<file path="src/sotp_pkg.sv">
package sotp_pkg;

  localparam int MSG_BYTES = 96;
  localparam int ADDR_W    = (MSG_BYTES > 1) ? $clog2(MSG_BYTES) : 1;
  localparam int LANES     = 8;
  localparam int COEFF_W   = 16;
  localparam int IDX_W     = 7;
  localparam int KEY_W     = 8;
  localparam int CMP_W     = 9;
  localparam int IN_DATA_W = 152;

  localparam logic REQ_PUSH = 1'b0;
  localparam logic REQ_READ = 1'b1;

  typedef struct packed {
    logic msg_bit;
    logic over;
  } lane_res_t;

endpackage

</file>
<file path="src/sotp_lane.sv">
module sotp_lane
  import sotp_pkg::*;
(
  input  logic [COEFF_W-1:0] coeff,
  input  logic               key_hi_bit,
  input  logic               key_lo_bit,
  output lane_res_t          res
);

  logic [COEFF_W-1:0] sum;

  // wrap modulo 2^16; any sum above one is a failure
  assign sum         = coeff + COEFF_W'(key_hi_bit);
  assign res.over    = |sum[COEFF_W-1:1];
  assign res.msg_bit = sum[0] ^ key_lo_bit;

endmodule

</file>
<file path="src/sotp_merge.sv">
module sotp_merge
  import sotp_pkg::*;
(
  input  lane_res_t [LANES-1:0] lane_res,
  output logic [LANES-1:0]      msg_byte,
  output logic                  fail_any
);

  always_comb begin
    fail_any = 1'b0;
    for (int j = 0; j < LANES; j++) begin
      msg_byte[j] = lane_res[j].msg_bit;
      fail_any    = fail_any | lane_res[j].over;
    end
  end

endmodule

</file>
<file path="src/sotp_message_decoder_top.sv">
// SOTP message decoder.
// Input channel s_axis: tuser selects the request (push a coefficient group
// or read one message byte); tdata carries byte index, both pad bytes and
// eight 16-bit coefficients. Eight lanes decode one bit each from the
// coefficient and pad bits; a merge stage builds the byte and the failure
// indication. A push stores the byte at its index if below 96 and updates
// the failure mark (cleared first by a push at index 0); a read returns the
// stored byte, or zero while the mark is set or the index is 96 or above.
// Output channel m_axis: tdata is the message byte (zero on push), tuser the
// failure mark after the item. One result per item.
// Steps: a push passes the lane capture and execute steps and the done
// step to the output register; a read also passes the registered memory
// read step. One item is in work at a time, so the block takes a new item
// only after the last one has left the done step.
// The output register holds a result while the receiver stalls; the next
// item is accepted meanwhile and waits in the done step for the register.
// Reset clears the failure mark and all handshake state; the message store
// is not cleared and needs no clearing pass.
module sotp_message_decoder_top
  import sotp_pkg::*;
(
  input  logic                 clk,
  input  logic                 rst,
  input  logic                 s_axis_tvalid,
  output logic                 s_axis_tready,
  // byte_index[6:0], key_low_byte[14:7], key_high_byte[22:15],
  // coeff_0[38:23] .. coeff_7[150:135], zero pad [151]
  input  logic [IN_DATA_W-1:0] s_axis_tdata,
  // req_type
  input  logic                 s_axis_tuser,
  output logic                 m_axis_tvalid,
  input  logic                 m_axis_tready,
  // msg_byte[7:0]
  output logic [7:0]           m_axis_tdata,
  // decode_failed
  output logic                 m_axis_tuser
);

  typedef enum logic [1:0] {ST_IDLE, ST_EXEC, ST_READ, ST_DONE} state_t;

  localparam int KLO_LSB  = IDX_W;
  localparam int KHI_LSB  = IDX_W + KEY_W;
  localparam int COEF_LSB = IDX_W + 2 * KEY_W;

  state_t            state;
  logic              req;
  logic [IDX_W-1:0]  idx;
  logic [LANES-1:0]  dec_byte;
  logic              dec_fail;
  logic              mark;
  logic [7:0]        res_data;
  logic              res_fail;
  logic [7:0]        rd_data;
  logic [7:0]        mem [MSG_BYTES];

  logic [IDX_W-1:0]  in_idx;
  logic [KEY_W-1:0]  in_klo;
  logic [KEY_W-1:0]  in_khi;
  lane_res_t [LANES-1:0] lane_res;
  logic [LANES-1:0]  merged_byte;
  logic              merged_fail;
  logic              in_range;
  logic [ADDR_W-1:0] addr;
  logic              mark_next;
  logic              accept;

  assign in_idx = s_axis_tdata[IDX_W-1:0];
  assign in_klo = s_axis_tdata[KLO_LSB +: KEY_W];
  assign in_khi = s_axis_tdata[KHI_LSB +: KEY_W];

  for (genvar j = 0; j < LANES; j++) begin : g_lane
    sotp_lane u_lane (
      .coeff      (s_axis_tdata[COEF_LSB + j*COEFF_W +: COEFF_W]),
      .key_hi_bit (in_khi[j]),
      .key_lo_bit (in_klo[j]),
      .res        (lane_res[j])
    );
  end

  sotp_merge u_merge (
    .lane_res (lane_res),
    .msg_byte (merged_byte),
    .fail_any (merged_fail)
  );

  assign s_axis_tready = (state == ST_IDLE);
  assign accept        = s_axis_tvalid && s_axis_tready;
  assign in_range      = CMP_W'(idx) < CMP_W'(MSG_BYTES);
  assign addr          = ADDR_W'(idx);
  assign mark_next     = ((idx == '0) ? 1'b0 : mark) | dec_fail;

  // capture lane results with the request
  always_ff @(posedge clk) begin
    if (accept) begin
      req      <= s_axis_tuser;
      idx      <= in_idx;
      dec_byte <= merged_byte;
      dec_fail <= merged_fail;
    end
  end

  always_ff @(posedge clk) begin
    if (state == ST_EXEC && req == REQ_PUSH && in_range) begin
      mem[addr] <= dec_byte;
    end
    if (state == ST_EXEC) begin
      rd_data <= mem[addr];
    end
  end

  always_ff @(posedge clk) begin
    if (rst) begin
      state         <= ST_IDLE;
      mark          <= 1'b0;
      m_axis_tvalid <= 1'b0;
    end else begin
      // the done step reloads the register itself when it is taken
      if (m_axis_tvalid && m_axis_tready && state != ST_DONE) begin
        m_axis_tvalid <= 1'b0;
      end
      case (state)
        ST_IDLE: begin
          if (accept) begin
            state <= ST_EXEC;
          end
        end
        ST_EXEC: begin
          if (req == REQ_PUSH) begin
            mark     <= mark_next;
            res_data <= '0;
            res_fail <= mark_next;
            state    <= ST_DONE;
          end else begin
            state <= ST_READ;
          end
        end
        ST_READ: begin
          res_data <= (mark || !in_range) ? 8'd0 : rd_data;
          res_fail <= mark;
          state    <= ST_DONE;
        end
        ST_DONE: begin
          // hold until the output register is free
          if (!m_axis_tvalid || m_axis_tready) begin
            m_axis_tvalid <= 1'b1;
            m_axis_tdata  <= res_data;
            m_axis_tuser  <= res_fail;
            state         <= ST_IDLE;
          end
        end
        default: begin
          state <= ST_IDLE;
        end
      endcase
    end
  end

endmodule

</file>
<file path="config.mk">
export PLATFORM = sky130hd
export DESIGN_NAME = sotp_message_decoder_top
export DESIGN_NICKNAME = d
export VERILOG_FILES = /design/src/sotp_pkg.sv /design/src/sotp_lane.sv /design/src/sotp_merge.sv /design/src/sotp_message_decoder_top.sv
export SDC_FILE = /design/constraint.sdc
export NUM_CORES = 1
export LEC_CHECK = 0
export BUFFER_PORTS_ARGS = -buffer_cell sky130_fd_sc_hd__buf_4
export CAP_MARGIN = 20
export CELL_PAD_IN_SITES_DETAIL_PLACEMENT = 1
export CELL_PAD_IN_SITES_GLOBAL_PLACEMENT = 1
export CORE_ASPECT_RATIO = 1.2
export CORE_MARGIN = 3
export CORE_UTILIZATION = 45
export CTS_CLUSTER_DIAMETER = 40
export DETAILED_ROUTE_END_ITERATION = 8
export PLACE_DENSITY = 0.68
export SLEW_MARGIN = 20
export SYNTH_ARGS = -nofsm -noshare
export SYNTH_HDL_FRONTEND = slang
export SYNTH_SLANG_ARGS = --single-unit
</file>
<file path="constraint.sdc">
create_clock -name clk -period 3.62 [get_ports clk]
set_input_delay 1.086 -clock clk [delete_from_list [all_inputs] [get_ports clk]]
set_output_delay 1.086 -clock clk [all_outputs]
set_load 0.05 [all_outputs]
</file>
==> metrics, run 1 <==
Yosys cell types=82; CTS buffer count=98; Worst Clk Skew=0.0395 ns; flop2flop setup slack=0.35 ns; relative max-transition margin=24.9%; DRC=0; Warnings, synthesis=0; Clock Power Share=38.6%; final WL=116 mm; Final Cycle Share=90.5%; synthesized instance count=2213; # setup viols final=0; vias=22960; WP data arrival=3.69 ns; Worst Setup Start Kind=register; Final min period=3.27 ns; total power=26.8 mW; Fmax achieved=0.305 GHz; H-tree level count=3; sequential-to-total area share from yosys stat=71.9%; first-pass iteration count of the detailed router=5; maximum vdd ir drop=0.370 mV; Placement Setup Slack=-0.0753 ns; vias in the first global route=24339; Clock Root Buffer=clkbuf_16; clk_lat worst skew=0.68 ns; io pins=168; final layout net count=2792; Setup CP Type=register to register; first-pass GRT wire length=169 mm; Post-synth EDFFs=811; final hold vios=0; GP Congestion=0.888; filler instances=7070; critical path capture point type=register; Initial Util=45.8%; Cell Area, Synth=0.0340 mm²; DR WL/cell=31.4 µm; vias per cell=6.21; sw power=7.76 mW; Crit path required time=4.04 ns; Max Transition Viols Final=0; Power Density=645 mW/mm²; # rows=109; top cell type's share of synthesized area=71.7%; hold_buf cts=0; post-route setup slack=0.345 ns; commonest non-fill, non-tap cells in the layout=edfxtp_1 (811), buf_4 (390), nor2_1 (168); most common cell after layout, fill and taps aside=edfxtp_1; Net Count, Synth=2390; sequential cell area=0.0244 mm²; Final ANT Viol Nets=0; status=completed; post-cts resize count=0; maximum fanout along the worst path=32; share of cells above drive strength 1=25.3%; multi-input gate area in the final layout=0.00898 mm²; Post-CTS Setup Inserts=0; max_cap viols=0; area delta synth->final=22.2%; Worst-Margin Slew=1.13 ns; CTS tree=built; Reg clk slew, reported paths=0.06 ns; Internal Power=19.0 mW; CTS Sinks=815; top cells by area, synth=edfxtp_1 (72%), mux2i_1 (2.4%), mux2_2 (2.2%); asr flop ratio synth=0%; number of antenna violations at the first check in global routing=4; RSZ-0062 raised after global routing=false; Sw Share=29.0%; gr ovfl total=0; total core area=0.0742 mm²; total track usage=29.4%; syn_area_per_cell=15.4 µm²; HP Class=register to register; sequential power share=42.0%; Detail Placement HPWL=76.2 mm; I/O Buffers=166; largest net degree at the start of global routing=97; 1st-iter DRT viols=2422; post-synthesis register bit count=815; dominant synthesized flop cell=edfxtp_1; post-synth top area cell=edfxtp_1; Leakage=14.0 nW; combinational share of power=19.4%; chip width=257 µm; die area=0.0789 mm²; clock buffer depth=3; chip height=307 µm
-- per-layer routing --
metal	GRT usage (%)	vias up	part of all wire (%)
li1	-	9695	-
met1	36.4	11914	38
met2	49.9	1070	50
met3	4.65	281	6.8
met4	15.5	0	5.6
met5	0	-	0
-- Yosys cell counts, types with 15 or more instances --
| library cell | number |
|---|---|
| mux4_2 | 24 |
| o21ai_0 | 84 |
| nor2_1 | 169 |
| mux2i_1 | 82 |
| nand2_1 | 127 |
| a221o_1 | 16 |
| a22oi_1 | 72 |
| xor2_1 | 36 |
| xnor2_1 | 41 |
| nor4_1 | 23 |
| a31oi_1 | 21 |
| o211ai_1 | 17 |
| and2_1 | 15 |
| clkbuf_1 | 39 |
| mux2_2 | 65 |
| nand4_1 | 35 |
| inv_1 | 20 |
| a221oi_1 | 78 |
| buf_2 | 51 |
| a22o_1 | 22 |
| nor3_1 | 27 |
| edfxtp_1 | 811 |
| a21oi_1 | 78 |
| ha_1 | 20 |
| nand3_1 | 59 |
-- final timing paths --
check,from,end,cells past startpoint
worst min-delay path,res_data[4]$_SDFFCE_PP0P_,m_axis_tdata[4]$_DFFE_PP_,0
worst min register to register,res_data[4]$_SDFFCE_PP0P_,m_axis_tdata[4]$_DFFE_PP_,0
worst max register to register,addr[1]$_DFFE_PP_,rd_data[2]$_DFFE_PP_,8
worst max-delay path,addr[1]$_DFFE_PP_,rd_data[2]$_DFFE_PP_,8
-- layout make-up --
cell class / instances / share of cell area (%)
Sequential cell: 815 / 58.8
Clock buffer: 112 / 6.13
Multi-Input combinational cell: 1265 / 21.6
Inverter: 23 / 0.208
Tap cell: 999 / 3.01
Clock inverter: 68 / 2.14
Timing Repair Buffer: 412 / 8.03
Antenna cell: 4 / 0.0241
-- flip-flops by register name (all words and copies together), names as in the netlist --
register,count
mem,768
dec_byte,8
m_axis_tdata,8
rd_data,8
res_data,8
addr,7
state,2
dec_fail,1
m_axis_tuser,1
m_axis_tvalid,1
mark,1
req,1
res_fail,1
-- logic make-up after synthesis --
logic type | share of synthesized area [%]
compound gates | 9.91
fa+ha+maj | 0.736
mux | 6.52
buf+inv | 1.79
xor+xnor | 1.98
flops | 71.9
simple gates | 7.16
-- per-stage QoR --
step | utilization, % | TNS (ns) | hold slack (ns) | instances | cell area (µm²)
global route | 56.0 | 0 | 0.427 | 3698 | 41500
global placement | 51.3 | -0.0854 | 0.405 | 3514 | 38100
finish | 56.0 | 0 | 0.419 | 3698 | 41500
floorplan | - | 0 | 0.400 | 2213 | 34000
detailed placement | 51.3 | -0.0753 | 0.406 | 3514 | 38100
CTS | 55.9 | 0 | 0.420 | 3694 | 41500
-- worst max-delay path, cell delays in order (launching register included) --
cell	delay [ns]
edfxtp_1	0.41
buf_12	0.19
and3b_2	0.48
buf_4	0.30
a221oi_1	0.40
nand4_1	0.16
a311oi_1	0.66
a41oi_1	0.19
buf_4	0.22
-- power by group through the flow --
stage,registers [mW],clock network [mW],logic (mW)
after floorplan,11.7,0,2.23
after global placement,11.4,0,4.96
after detailed placement,11.5,0,5.09
after CTS,11.3,10.5,5.13
after global routing,11.3,10.9,5.42
final,11.3,10.4,5.19
Note: power is estimated with default switching activity, not from simulation.
==> run 2: changes to the inputs <==
--- a/config.mk
+++ b/config.mk
@@ -15,7 +15,8 @@
 export CTS_CLUSTER_DIAMETER = 40
 export DETAILED_ROUTE_END_ITERATION = 8
 export PLACE_DENSITY = 0.68
-export SLEW_MARGIN = 20
+export SLEW_MARGIN = 25
 export SYNTH_ARGS = -nofsm -noshare
 export SYNTH_HDL_FRONTEND = slang
+export SYNTH_HIERARCHICAL = 1
 export SYNTH_SLANG_ARGS = --single-unit
==> metrics, run 2 <==
Finished Cell Area=0.0412 mm²; max_cap viols=0; first-pass GRT wire length=145 mm; dominant synthesized flop cell=edfxtp_1; Synth Area in Compound Gates=6.10%; maximum vdd ir drop=0.347 mV; synthesized instance count=2035; Worst Setup Start Kind=register; Buf+Inv Stages, Crit Path=4; Post-synth EDFFs=811; die area=0.0794 mm²; critical path capture point type=register; H-tree level count=3; relative max-transition margin=39.6%; top cell types by occurrence after synthesis=edfxtp_1 (811), nor2_1 (151), mux4_2 (120); Detail Placement HPWL=63.9 mm; r2r startpoint=addr[0]$_DFFE_PP_; mux cell area share after synthesis=11.6%; Initial Util=45.5%; family with the most delay on the worst path=buffers and inverters; final layout net count=2586; xor and xnor fraction of the mapped netlist area=0.410%; asr flop ratio synth=0%; io pins=168; Hold Crit Depth=0; Largest Register=mem; Post-Place Cell Area=0.0377 mm²; Warnings, synthesis=6; top cells by area, synth=edfxtp_1 (71%), mux4_2 (7.9%), mux2i_1 (3.0%); Max Transition Viols Final=0; post-layout util=54.8%; max FFs per register=768; post-synth top area cell=edfxtp_1; syn_area_per_cell=16.8 µm²; hold path startpoint=res_data[2]$_SDFFCE_PP0P_; total power=26.2 mW; clock buffer depth=3; DR WL/cell=27.8 µm; CTS buffer count=100; R2R cell count=9; worst reg2reg path endpoint=rd_data[3]$_DFFE_PP_; main combinational cell family by area after synthesis=multiplexers; vias per cell=5.99; CP dominant cell by count=buf_4; share of cells above drive strength 1=28.8%; Crit path required time=4.03 ns; # setup viols final=0; WP data arrival=3.53 ns; Final ANT Viol Nets=0; number of antenna violations at the first check in global routing=0; Clock Root Buffer=clkbuf_16; Leakage=13.9 nW; sequential-to-total area share from yosys stat=71.5%; Setup TNS Final=0 ns; crit-path max cell delay=0.60 ns; largest net degree at the start of global routing=97; final hold vios=0; Setup CP Type=register to register; gr ovfl total=0; Net Count, Synth=2214; Post-CTS Setup Inserts=0; Crit path depth=9; CTS tree=built; Post-Synth Simple-Gate Area=7.46%; CP Cell Sequence=buf_12 > buf_4 > nor2b_1 > buf_4 > a22oi_1 > nor3_1 > o22a_1 > a31oi_1 > buf_4; post-synthesis register bit count=815; sequential cell area=0.0244 mm²; leading cell type by number of instances after synthesis=edfxtp_1; RSZ-0062 raised after global routing=false; Cell Area, Synth=0.0342 mm²; Worst path slowest cell=nor2b_1; Worst-Margin Slew=0.906 ns; area delta synth->final=20.5%; most common cell after layout, fill and taps aside=edfxtp_1; commonest non-fill, non-tap cells in the layout=edfxtp_1 (811), buf_4 (354), nor2_1 (151); Worst Clk Skew=0.0198 ns; first-pass iteration count of the detailed router=7; final WL=97.3 mm; I/O Buffers=166; filler instances=7063; chip height=308 µm; Post-Synth Adder-Cell Area=0.805%; maximum fanout along the worst path=22; clk_lat worst skew=0.65 ns; total track usage=24.5%; vias=20974; Final min period=3.12 ns; CTS Sinks=815; top cell type's share of synthesized area=71.2%; Yosys cell types=68; Fmax achieved=0.320 GHz; DRC=0; Reg clk slew, reported paths=0.06 ns; Hold Path End=m_axis_tdata[2]$_DFFE_PP_; hold_buf cts=0; post-cts resize count=0; multi-input gate area in the final layout=0.00903 mm²; Final Cycle Share=86.3%; HP Class=register to register; GP Congestion=0.872; status=completed; 1st-iter DRT viols=1989; Power Density=635 mW/mm²; # rows=110; chip width=258 µm; vias in the first global route=22504; total core area=0.0751 mm²; flop2flop setup slack=0.50 ns
run 2: cell types whose count changed after synthesis, moves of 33 or more:
cell | previous run | this run
mux2_2 | 65 | 22
a21oi_1 | 78 | 38
a221oi_1 | 78 | 22
o21ai_0 | 84 | 51
mux4_2 | 24 | 120
xnor2_1 | 41 | 8
nand3_1 | 59 | 107
run 2: how the worst max path moves through the flow:
| stage | slack (ns) | from | endpoint |
|---|---|---|---|
| 4_1_cts | 0.51 | addr[1]$_DFFE_PP_ | rd_data[0]$_DFFE_PP_ |
| 3_5_place_dp | 0.12 | s_axis_tdata[103] | dec_fail$_DFFE_PP_ |
| 2_1_floorplan | 0.74 | s_axis_tdata[39] | dec_fail$_DFFE_PP_ |
| 5_1_grt | 0.32 | state[1]$_SDFFE_PP0P_ | mem[29][6]$_DFFE_PP_ |
| 3_3_place_gp | 0.14 | s_axis_tdata[103] | dec_fail$_DFFE_PP_ |
| 6_report | 0.50 | addr[0]$_DFFE_PP_ | rd_data[3]$_DFFE_PP_ |
run 2: area by class of cell:
cell class	count	area share, %
Sequential cell	815	59.3
Timing Repair Buffer	370	7.11
Antenna cell	1	0.00607
Multi-Input combinational cell	1095	21.9
Inverter	25	0.228
Tap cell	1008	3.06
Clock buffer	111	6.23
Clock inverter	76	2.14
run 2: worst register-to-register path, delay by kind of cell (launching register included):
kind	cells	cell delay [ns]
buf+inv	4	1.07
flops	1	0.37
compound gates	3	0.46
simple gates	2	0.98
run 2: stage by stage:
stage	hold WS [ns]	cells	setup slack, ns
3_5_place_dp	0.416	3312	0.123
4_1_cts	0.432	3499	0.508
2_1_floorplan	0.400	2035	0.736
5_1_grt	0.438	3500	0.323
6_report	0.425	3501	0.496
3_3_place_gp	0.401	3312	0.136
run 2: cell families (layout without fill, tap and decap cells):
family / Yosys count / in the layout
flip-flops: 815 / 815
AND/OR/NAND/NOR: 515 / 515
AO/OA/AOI/OAI: 297 / 297
multiplexers: 245 / 245
buffers and inverters: 125 / 582
adder cells (fa/ha/maj): 22 / 22
XOR/XNOR: 16 / 16
other: 0 / 1
run 2: metal layers:
| layer | wire (µm) | global-route usage (%) | vias up |
|---|---|---|---|
| met1 | 38100 | 31.4 | 10903 |
| met3 | 5820 | 3.17 | 180 |
| li1 | - | - | 9042 |
| met5 | 0 | 0 | - |
| met2 | 49400 | 42.5 | 849 |
| met4 | 3890 | 10.3 | 0 |
run 2: power breakdown:
| group | total, mW | switching (mW) | internal (mW) |
|---|---|---|---|
| sequential | 11.3 | 0.125 | 11.1 |
| combinational | 4.68 | 3.09 | 1.59 |
| clock | 10.2 | 4.16 | 6.04 |
| total | 26.2 | 7.38 | 18.8 |
